`config.mk`:
```
export PLATFORM = sky130hd
export DESIGN_NAME = lzwc_ram
export DESIGN_NICKNAME = d
export VERILOG_FILES = /design/src/rtl/core/lzw_byte_compressor_defines.svh /design/src/rtl/core/lzwc_ram.sv
export SDC_FILE = /design/constraint.sdc
export NUM_CORES = 2
export LEC_CHECK = 0
export ABC_AREA = 0
export BUFFER_PORTS_ARGS = -buffer_cell sky130_fd_sc_hd__buf_2
export CORE_AREA = 8 8 413 576
export DETAILED_ROUTE_END_ITERATION = 16
export DIE_AREA = 0 0 421 584
export PLACE_DENSITY_LB_ADDON = 0.1
export SLEW_MARGIN = 25
export SYNTH_ARGS = -nofsm -noshare
export SYNTH_HDL_FRONTEND = slang
export SYNTH_SLANG_ARGS = --single-unit
```
`constraint.sdc`:
```
create_clock -name clock -period 5.2 [get_ports clock]
set_input_delay 1.56 -clock clock [delete_from_list [all_inputs] [get_ports clock]]
set_output_delay 1.56 -clock clock [all_outputs]
set_load 0.02 [all_outputs]
```
`src/rtl/core/lzw_byte_compressor_defines.svh`:
```
// assertion macros for the lzw byte compressor
`ifndef LZW_BYTE_COMPRESSOR_DEFINES_SVH
`define LZW_BYTE_COMPRESSOR_DEFINES_SVH
`ifndef ASSERT_OFF
`define LZWC_ASSERT(label, clk, rst, prop, msg) \
   label: assert property (@(posedge clk) disable iff (rst) prop) else $error(msg);
`define LZWC_ASSERT_NEXT(label, clk, rst, pre, post, msg) \
   label: assert property (@(posedge clk) disable iff (rst) (pre) |=> (post)) else $error(msg);
`else
`define LZWC_ASSERT(label, clk, rst, prop, msg)
`define LZWC_ASSERT_NEXT(label, clk, rst, pre, post, msg)
`endif
`endif

```
`src/rtl/core/lzwc_ram.sv`:
```
module lzwc_ram #(
   parameter int WIDTH = 8,
   parameter int DEPTH = 256
) (
   input  logic                     clock,
   input  logic                     wr_en,
   input  logic [$clog2(DEPTH)-1:0] wr_addr,
   input  logic [WIDTH-1:0]         wr_data,
   input  logic                     rd_en,
   input  logic [$clog2(DEPTH)-1:0] rd_addr,
   output logic [WIDTH-1:0]         rd_data
);

   logic [WIDTH-1:0] mem_ff [DEPTH];
   logic [WIDTH-1:0] rd_data_ff;

   // one write port, one registered read port
   always_ff @(posedge clock) begin
      if (wr_en) begin
         mem_ff[wr_addr] <= wr_data;
      end
      if (rd_en) begin
         rd_data_ff <= mem_ff[rd_addr];
      end
   end

   assign rd_data = rd_data_ff;

endmodule

```
After elaboration in Yosys (flattened, before gate mapping)
Memories as Yosys holds them, arrays and structs flattened. A register that Yosys moved wholly into a read port is not among the register bits.
Index checks and enable logic that the tools add are counted.
Widths: inputs -> output; s select.
{"block": "word_totals", "reg_bits": 0, "ram_bits": 2048, "input_bits": 27, "wordCells": 3, "mem_count": 1}
{"memory": "mem_ff", "words": 256, "word_bits": 8, "read_ports": 1, "rd_ports_with_merged_regs": 1, "write_ports": 1, "line_no": "lzwc_ram.sv:14", "source": "logic [WIDTH-1:0] mem_ff [DEPTH];"}
{"block": "op_classes", "mux": 2}
{"operator": "$mux 1", "count": 2}

Longest topological paths before layout
{"block": "depth", "word_depth": 2, "ltp_mapped": 11, "depth_no_buf": 6}

Worst setup path after synthesis
OpenSTA, ideal clock, no wires.
{"block": "synth_path", "path_type": "input to register", "from": "in rd_addr[0]", "to": "reg rd_data_ff[2], in the netlist rd_data[2] (read register of mem_ff) (data pin)", "arrival_time_ns": 3.367, "required_ns": 4.931, "path_slack_ns": 1.564, "path_stages": 9, "n_path_buf": 4, "path_cell_list": "buf_6 buf_12 buf_8 buf_2 mux4_2 a22oi_1 a21oi_1 nor4_1 nor4_2"}
{"element": "from (decl)", "line_no": "lzwc_ram.sv:10", "source": "input logic [$clog2(DEPTH)-1:0] rd_addr,"}
{"element": "to (decl)", "line_no": "lzwc_ram.sv:15", "source": "logic [WIDTH-1:0] rd_data_ff;"}

==> results.yml <==
global_routing:
  grt_max_degree: 135
  grt_pass1_vias: 41300
  grt.overflow.total: 0
  grt_pass1_wl_um: 324000
  antenna_found_initial: 21
  grt_usage: 0.183
clock_tree:
  cts_buffers: 210
  cts_buffer_depth: 4
  cts_root_buf: "clkbuf_16"
  clkTransAtPathRegs_ps: 60
  cts.sinks: 2056
  h-tree-depth: 4
  cts_resized: 0
  hold_buffers: 0
  postCtsSetupBuffers: 0
  cts_tree: "done"
  clk_latency_ps: 850
sta:
  fin_hold_ws_ps: 1140
  fmax_mhz: 235
  maxSlewHeadroom: 0.307
  setup_violations: 0
  finClkSkew_ps: 56.7
  worst-slew-pin-transition_ps: 1040
  hold_violations: 0
  finalCritPeriodShare: 0.817
  rsz0062_at_grt: "no"
  drv_slew: 0
  period_needed_ps: 4250
  worst_slack_ps: 953
logic_synthesis:
  synth_top_family_by_area: "multiplexers"
  netlist.area_leader.share: 0.775
  synth_area_mm2: 0.0796
  ys_top_cells_by_area: "edfxtp_1 (78%), mux4_2 (13%), mux2i_1 (1.7%)"
  synth_warnings: 0
  synth_fp_nets: 3760
  synth.avg_cell_area_um2: 21.3
  syn_inst: 3733
  synth_simple_gate_area_share: 0.0263
  synth_cell_types: 54
  synthMuxAreaShare: 0.146
  ys_seq_area_frac: 0.775
  synthAdderAreaFrac: 0
  synth_xor_area_frac: 0
  synth_ff_type: "edfxtp_1"
  synth_top_area_cell: "edfxtp_1"
  yosys_register_bits: 2056
  async_reset_ff_frac: 0
  synth_edf_count: 2056
  synth_compound_area_frac: 0.0342
floorplanning:
  fp.dieW_um: 421
  io_pins: 35
  dieArea_mm2: 0.246
  start_util: 0.348
  die_h_um: 584
  core.rowCount: 208
  core_mm2: 0.229
power_and_ir_drop:
  pwr-share-clk: 0.420
  sw_frac_of_total: 0.217
  power.density_mw_per_mm2: 375
  p_leak_nw: 28.9
  vdd_drop_max_v: 0.000257
  pwr-share-comb: 0.052
  p_total_mw: 34.7
  seqPwrFrac: 0.528
  switchingPower_mw: 7.51
  p_int_mw: 27.2
drt:
  drc: 0
  vias: 38900
  wirelength_um: 229000
  wire_per_inst_um: 31.1
  drtIter0Drc: 3379
  drt-pass1-iter-count: 5
  via_per_inst: 5.27
  antenna_left: 0
cells_and_area:
  utilization: 0.404
  final_nets: 4191
  drive_above_1_share: 0.280
  syn_to_final_growth_pct: 16.1
setup_path:
  cp-start-kind: "primary input"
  rrSetupSlack_ps: 2250
  worst_path_most_repeated_cell: "buf_4"
  critPathSlowestCell: "nor4_1"
  cpPeakStageDelay_ps: 730
  worst_r2r_endpoint: "rd_data[5]$_DFFE_PP_"
  required_ps: 5780
  cp_max_fo: 16
  arrival_ps: 4830
  worstPathCellList: "buf_8 > buf_4 > buf_4 > mux4_2 > o221ai_1 > nor2_1 > nor4_1 > buf_4 > nor4_2"
  setup.worst_path.class: "primary input to flip-flop"
  cp-end-kind: "flip-flop"
  rr_startpoint: "mem_ff[27][5]$_DFFE_PP_"
  r2r.worst_path.cells: 6
placement:
  pre_cts_ws_ps: -34.4
  gp_congestion: 0.762
  place_hpwl_um: 148000
  io_buffer_count: 34
run_status:
  outcome: "completed"
hold_path:
  hold_depth: 6
  hp-start: "mem_ff[40][3]$_DFFE_PP_"
  min_to: "rd_data[3]$_DFFE_PP_"
  hold_class: "flip-flop to flip-flop"
job:
  cap_violations: 0
worst max-delay path: cells and delay by family:
| family | cells | cell delay, ps |
|---|---|---|
| buffers and inverters | 4 | 1180 |
| multiplexers | 1 | 550 |
| AND/OR/NAND/NOR | 3 | 1010 |
| AO/OA/AOI/OAI | 1 | 470 |
stage by stage:
step	cell area, um^2	cells	TNS (ps)
2_1_floorplan	79600	3733	0
3_3_place_gp	85900	6995	-896
3_5_place_dp	85900	6996	-34.4
4_1_cts	92400	7364	0
5_1_grt	92400	7371	0
6_report	92400	7374	0
flip-flops by register name, indices dropped and copies added (netlist names):
signal   cells
mem_ff    2048
rd_data      8
per-layer routing:
layer | vias to the layer above | part of all wire | track usage
met1 | 21200 | 0.40 | 0.229
met5 | - | 0.00011 | 0
li1 | 16600 | - | -
met3 | 302 | 0.038 | 0.0222
met2 | 830 | 0.54 | 0.336
met4 | 4 | 0.025 | 0.0470
cell families after synthesis:
| kind of cell | after synthesis |
|---|---|
| buf+inv | 235 |
| mux | 591 |
| compound gates | 385 |
| flops | 2056 |
| simple gates | 466 |
synthesized netlist by cell type, types with 3 or more instances:
cell type	count
or2_2	4
a221oi_1	13
nand4_1	10
nor2_1	282
nand2b_1	8
buf_6	21
o22ai_1	28
a22o_1	8
o221ai_1	46
nand3_1	34
and2_1	6
mux4_2	454
a21oi_1	96
mux2i_1	134
o32ai_1	4
buf_12	8
a22oi_1	133
buf_8	13
buf_1	22
o211ai_1	10
nand2_1	33
a211oi_1	16
edfxtp_1	2056
nor4_1	24
buf_2	31
clkbuf_1	111
nor4_2	3
buf_4	27
nor2b_1	31
o21ai_0	10
o22a_1	5
nor3_1	22
worst max-delay path by stage:
stage / start / slack, ps / end / depth (start not counted)
2_1_floorplan: rd_addr[0] / 1560 / rd_data[2]$_DFFE_PP_ / 9
3_3_place_gp: rd_addr[0] / -580 / rd_data[2]$_DFFE_PP_ / 10
3_5_place_dp: rd_addr[0] / -30 / rd_data[0]$_DFFE_PP_ / 10
4_1_cts: rd_addr[0] / 900 / rd_data[0]$_DFFE_PP_ / 10
5_1_grt: rd_addr[0] / 870 / rd_data[1]$_DFFE_PP_ / 9
6_report: rd_addr[0] / 950 / rd_data[0]$_DFFE_PP_ / 9
power by group through the flow:
stage / registers, mW / clock network, mW / logic [mW]
after floorplan: 18.6 / 0 / 0.888
after global placement: 18.7 / 0 / 1.83
after detailed placement: 18.7 / 0 / 1.85
final: 18.3 / 14.6 / 1.80
after CTS: 18.3 / 14.9 / 1.85
after global routing: 18.3 / 15.5 / 1.91
layout by cell type (no fill, tap or decap), types with 11 or more instances in the layout:
master,instances
o221ai_1,46
mux4_2,454
clkinv_1,57
a22oi_1,133
nor4_1,16
buf_4,386
mux2i_1,134
nor2b_1,28
nor4_2,11
clkbuf_1,46
nor2_1,279
buf_12,33
o22ai_1,28
edfxtp_1,2056
buf_2,22
a221oi_1,13
a211oi_1,16
clkbuf_16,212
nor3_1,22
nand3_1,28
a21oi_1,96
bufinv_16,17
nand2_1,32
clkinv_2,26
cell type report:
| class | instances | area (um^2) |
|---|---|---|
| repair buffers | 452 | 3850 |
| diodes | 9 | 22.5 |
| inverters | 2 | 7.51 |
| well taps | 3045 | 3810 |
| clock inverters | 110 | 961 |
| fillers | 20300 | 136000 |
| flip-flops and latches | 2056 | 61700 |
| multi-input cells | 1442 | 16600 |
| clock buffers | 258 | 5480 |
No activity file was read; power rests on OpenSTA's default activity.
